===== src/hdl/chm_pkg.sv =====
// ============================================================================
// chm_pkg
// Shared types and constants of the chained hash key-value map unit.
// ============================================================================
package chm_pkg;

    // Table geometry; BUCKETS must be a power of two (hash is a low-bit select)
    localparam int BUCKETS  = 64;
    localparam int CAPACITY = 256;

    localparam int BKT_W  = $clog2(BUCKETS);
    localparam int SLOT_W = $clog2(CAPACITY);
    localparam int IDX_W  = SLOT_W + 1;
    localparam int KEY_W  = 32;
    localparam int VAL_W  = 32;
    localparam int STAT_W = 2;
    localparam int CNT_W  = 9;

    // Slot index that marks the end of a chain or an empty bucket
    localparam logic [IDX_W-1:0] NIL = IDX_W'(CAPACITY);

    typedef enum logic [1:0] {
        OP_INSERT = 2'd0,
        OP_GET    = 2'd1,
        OP_REMOVE = 2'd2,
        OP_CLEAR  = 2'd3
    } t_op;

    typedef enum logic [STAT_W-1:0] {
        STS_OK        = 2'd0,
        STS_NOT_FOUND = 2'd1,
        STS_FULL      = 2'd2
    } t_status;

    typedef enum logic [2:0] {
        S_IDLE,
        S_HEAD,
        S_WALK,
        S_ALLOC,
        S_UNLINK,
        S_RESP
    } t_state;

    // Bucket head memory access
    typedef struct packed {
        logic [BKT_W-1:0] rd_addr;
        logic             wr_en;
        logic [BKT_W-1:0] wr_addr;
        logic [IDX_W-1:0] wr_data;
        logic             clr;
    } t_head_req;

    // Entry memory access; each field has its own write enable
    typedef struct packed {
        logic [SLOT_W-1:0] rd_addr;
        logic [SLOT_W-1:0] wr_addr;
        logic              key_we;
        logic              val_we;
        logic              link_we;
        logic [KEY_W-1:0]  wr_key;
        logic [VAL_W-1:0]  wr_val;
        logic [IDX_W-1:0]  wr_link;
        logic              clr;
    } t_ent_req;

    typedef struct packed {
        logic [KEY_W-1:0] key;
        logic [VAL_W-1:0] value;
        logic [IDX_W-1:0] link;
    } t_ent_rd;

endpackage


===== src/hdl/chm_heads.sv =====
// ============================================================================
// chm_heads
// Bucket head memory: one chain head per bucket, registered read. A valid
// bit per bucket makes every unwritten or cleared bucket read as empty.
// ============================================================================
module chm_heads (
    input  logic                       i_clk,
    input  logic                       i_rst_n,
    input  chm_pkg::t_head_req         i_req,
    output logic [chm_pkg::IDX_W-1:0]  o_rd_data
);

    logic [chm_pkg::IDX_W-1:0] r_mem [chm_pkg::BUCKETS];
    logic [chm_pkg::BUCKETS-1:0] r_vld;
    logic [chm_pkg::IDX_W-1:0] r_rd_data;
    logic                      r_rd_vld;

    // Write and read the head array
    always_ff @(posedge i_clk) begin
        if (i_req.wr_en) begin
            r_mem[i_req.wr_addr] <= i_req.wr_data;
        end
        r_rd_data <= r_mem[i_req.rd_addr];
        r_rd_vld  <= r_vld[i_req.rd_addr];
    end

    // Drop all heads on reset or clear, mark written buckets
    always_ff @(posedge i_clk) begin
        if (!i_rst_n || i_req.clr) begin
            r_vld <= '0;
        end else if (i_req.wr_en) begin
            r_vld[i_req.wr_addr] <= 1'b1;
        end
    end

    assign o_rd_data = r_rd_vld ? r_rd_data : chm_pkg::NIL;

endmodule


===== config.mk =====
export PLATFORM = sky130hd
export DESIGN_NAME = chm_heads
export DESIGN_NICKNAME = d
export VERILOG_FILES = /design/src/hdl/chm_pkg.sv /design/src/hdl/chm_heads.sv
export SDC_FILE = /design/constraint.sdc
export NUM_CORES = 1
export LEC_CHECK = 0
export ABC_AREA = 1
export BUFFER_PORTS_ARGS = -buffer_cell sky130_fd_sc_hd__clkbuf_2
export CAP_MARGIN = 10
export CORE_MARGIN = 2
export CORE_UTILIZATION = 55
export CTS_CLUSTER_SIZE = 25
export DETAILED_ROUTE_END_ITERATION = 16
export PLACE_DENSITY = 0.71
export SYNTH_ARGS = -nofsm -noshare
export SYNTH_HDL_FRONTEND = slang
export SYNTH_SLANG_ARGS = --single-unit
export TNS_END_PERCENT = 50

===== constraint.sdc =====
create_clock -name i_clk -period 2.8 [get_ports i_clk]
set_input_delay 0.14 -clock i_clk [delete_from_list [all_inputs] [get_ports i_clk]]
set_output_delay 0.14 -clock i_clk [all_outputs]
set_load 0.01 [all_outputs]

==> impl_results.md <==
* Status: completed
* Worst EP required at approximately 2700 ps
* Nets at approximately 2,500
* Total CTS buffers at 67
* Worst-skew pair later-pin latency at ~600 ps
* RSZ-0062 raised after global routing: no
* Worst r2r path cells at 8
* Post-synthesis compound-gate area fraction at 0%
* Simple-Gate Fraction of Synth Area at between 20% and 30%
* Hold path cells at 3
* Peak Freq at ~600 MHz
* Port Buffer Count at 33
* Arrival time of the worst setup path at roughly 1500 ps
* Post-CTS Resized at 0
* Internal at between 15,000 and 20,000 uW
* Final period util at about three fifths
* Routed Antenna Nets at 0
* Grt total ovfl at 0
* Seq pwr share at approximately 50%
* Fraction of layout cells with a size suffix above 1 at ~8.4%
* Worst Hold Class: input port to flip-flop
* Cell variety after synth at 18
* Synthesized area at 0.0266 mm^2
* TritonCTS sink count at 650
* Crit path time final at ~1700 ps
* H-tree depth at 3
* Origin of the critical flop-to-flop path: r_mem[51][4]
* Startpoint Class: flip-flop
* Sw Ratio at approximately 22%
* Post-synth top area cell: edfxtp_1
* First-pass GRT wire length at 106,000 um
* Final core utilization at approximately 62%
* Worst slew margin at 24.8%
* WL/cell at between 20 and 25 um
* Mean Syn Cell Area at 11.0 um^2
* Most frequent cells after synthesis: nand2_1 (829), edfxtp_1 (576), nand3_1 (540)
* #FFs+latches synth at 650
* Leakage Power at between 0.01 and 0.015 uW
* PD cells at approximately 720 mW/mm^2
* # rows at 80
* Max Slew Vio Count at 0
* Cells taking the most area after synthesis: edfxtp_1 (65%), nand2_1 (12%), nand3_1 (10%), dfxtp_1 (5.6%), nor2_1 (2.7%)
* EDFF count, synth at approximately 580
* Mux cell area share after synthesis at 0%
* Max Cap Violations at 0
* Prevailing post-synth register cell: edfxtp_1
* DRT Wirelength at about 70,000 um
* Fin Hold WS at between 50 and 60 ps
* Die W at 224 um
* Sequential area share after synthesis at a little over two thirds
* Clock Path Buffers at 3
* Adder-Cell Fraction of Synth Area at 0%
* VDD IR max at 621 uV
* Post-CTS Hold Fix Bufs at 0
* CP Class: flip-flop to primary output
* Clock power frac at roughly 44%
* Most numerous cell in the Yosys netlist: nand2_1
* Initial antenna violation count at 3
* HP Start: i_req[22]
* Die area at between 0.05 and 0.06 mm^2
* HPWL Detailed at 40,400 um
* Min-Delay Endpoint: r_rd_data[7]
* Core area at between 0.04 and 0.05 mm^2
* Fraction of registers with async set/reset at 0%
* Layout overhead on the synthesized area at 11.2%
* Clock slew at reported path FFs at about 60 ps
* R2R Setup Slk at between 1000 and 1500 ps
* Crit. End Element: primary output
* Multi-input logic area at around 0.0066 mm^2
* Net Sw Power at approximately 4600 uW
* Via count at 18,400
* Sequential cell area at approximately 0.019 mm^2
* Comb power frac at around 6%
* I/O pin total at 34
* DR pass1 iterations at 6
* Initial Util at between 50% and 60%
* Die H at 224 um
* Synth top area share at 65.1%
* Via-to-Cell Ratio at around 6
* Synth Area in XOR/XNOR at 0%
* Number of global-route vias before repair at 17,500
* CP Max Fanout at 9
* YS warnings at 0
* Setup bufs post-CTS at 0
* Fill cells at 3,639
* Sum of negative setup slack at 0 ps
* Synthesized net count at 2,449
* DRT iter0 DRCs at roughly 2,700
* Routability Congestion at just under 0.9
* Fin Clk Skew at 22.2 ps
* Reg2reg end: r_rd_data[4]
* CTS tree: built
* Root buffer cell: clkbuf_16
* Fin. Hold Viols at 0
* Slew @ Worst Pin at ~1100 ps
* Final setup viols at 0
* Largest family of logic cells by synthesized area: simple AND/OR/NAND/NOR gates
* # DRC at 0
* Post-Syn Instances at 2,424
* Largest net degree at the start of global routing at roughly 140
* GR Util All Layers at roughly 28%
==> final cells by class <==
cell class / count / share of cell area [%]
antenna: 2 / 0.0169
inverter: 52 / 0.694
tap: 615 / 2.60
timing repair buffer: 100 / 3.04
multi-input combinational: 1578 / 22.4
clock buffer: 92 / 6.44
sequential: 650 / 63.5
clock inverter: 27 / 1.27
==> power groups by stage <==
| stage | registers, uW | clock network [uW] | logic (uW) |
|---|---|---|---|
| global placement | 10900 | 0 | 1260 |
| detailed placement | 10900 | 0 | 1280 |
| floorplan | 10800 | 0 | 765 |
| CTS | 10600 | 9300 | 1280 |
| global route | 10700 | 9680 | 1410 |
| finish | 10700 | 9220 | 1300 |
==> worst max-delay path: stages (launching register included) <==
cell and delay, ps:
dfxtp_1 460, nand2_1 200, inv_1 120, clkbuf_2 130
==> cells in the final DEF (no fill, tap or decap), drive strengths merged <==
cell        n
nor2      195
inv        53
nor3       14
edfxtp    576
clkinvlp    2
buf        70
clkinv     15
dfxtp      74
diode       2
nand2     829
nand3     540
clkbuf    122
bufinv      9
==> cell families (layout without fill, tap and decap cells) <==
family / after synthesis / in the layout
AND/OR/NAND/NOR: 1578 / 1578
buffers and inverters: 196 / 271
other: 0 / 2
flip-flops: 650 / 650
==> sequential cells by signal (all words and copies together), names as in the netlist <==
register and cells:
r_mem 576, r_rd_data 9, r_rd_vld 1, r_vld 64
==> per-layer routing <==
layer | up-vias | track usage (%) | routed length [um]
met1 | 8904 | 39.9 | 27700
met3 | 175 | 5.13 | 7000
met2 | 1007 | 43.6 | 32300
met5 | - | 0 | 12
li1 | 8347 | - | -
met4 | 2 | 11.6 | 2550
==> through the flow <==
step                total power [uW]  cell area (um^2)  cells  setup slack [ps]
finish                         21200             29600   3116              1140
global route                   21700             29500   3114              1020
CTS                            21200             29500   3114              1120
global placement               12100             27300   2995               678
floorplan                      11600             26600   2424              1310
detailed placement             12100             27300   2995               659
==> worst max-delay path by stage <==
stage | from | to | slack [ps]
floorplan | i_req[16] | r_mem[55][0] | 1310
global placement | i_req[18] | r_rd_data[0] | 680
detailed placement | i_req[12] | r_mem[21][5] | 660
CTS | r_rd_vld | o_rd_data[1] | 1120
global route | i_req[11] | r_mem[22][1] | 1020
finish | r_rd_vld | o_rd_data[7] | 1140
No activity file was read; power rests on OpenSTA's default activity.
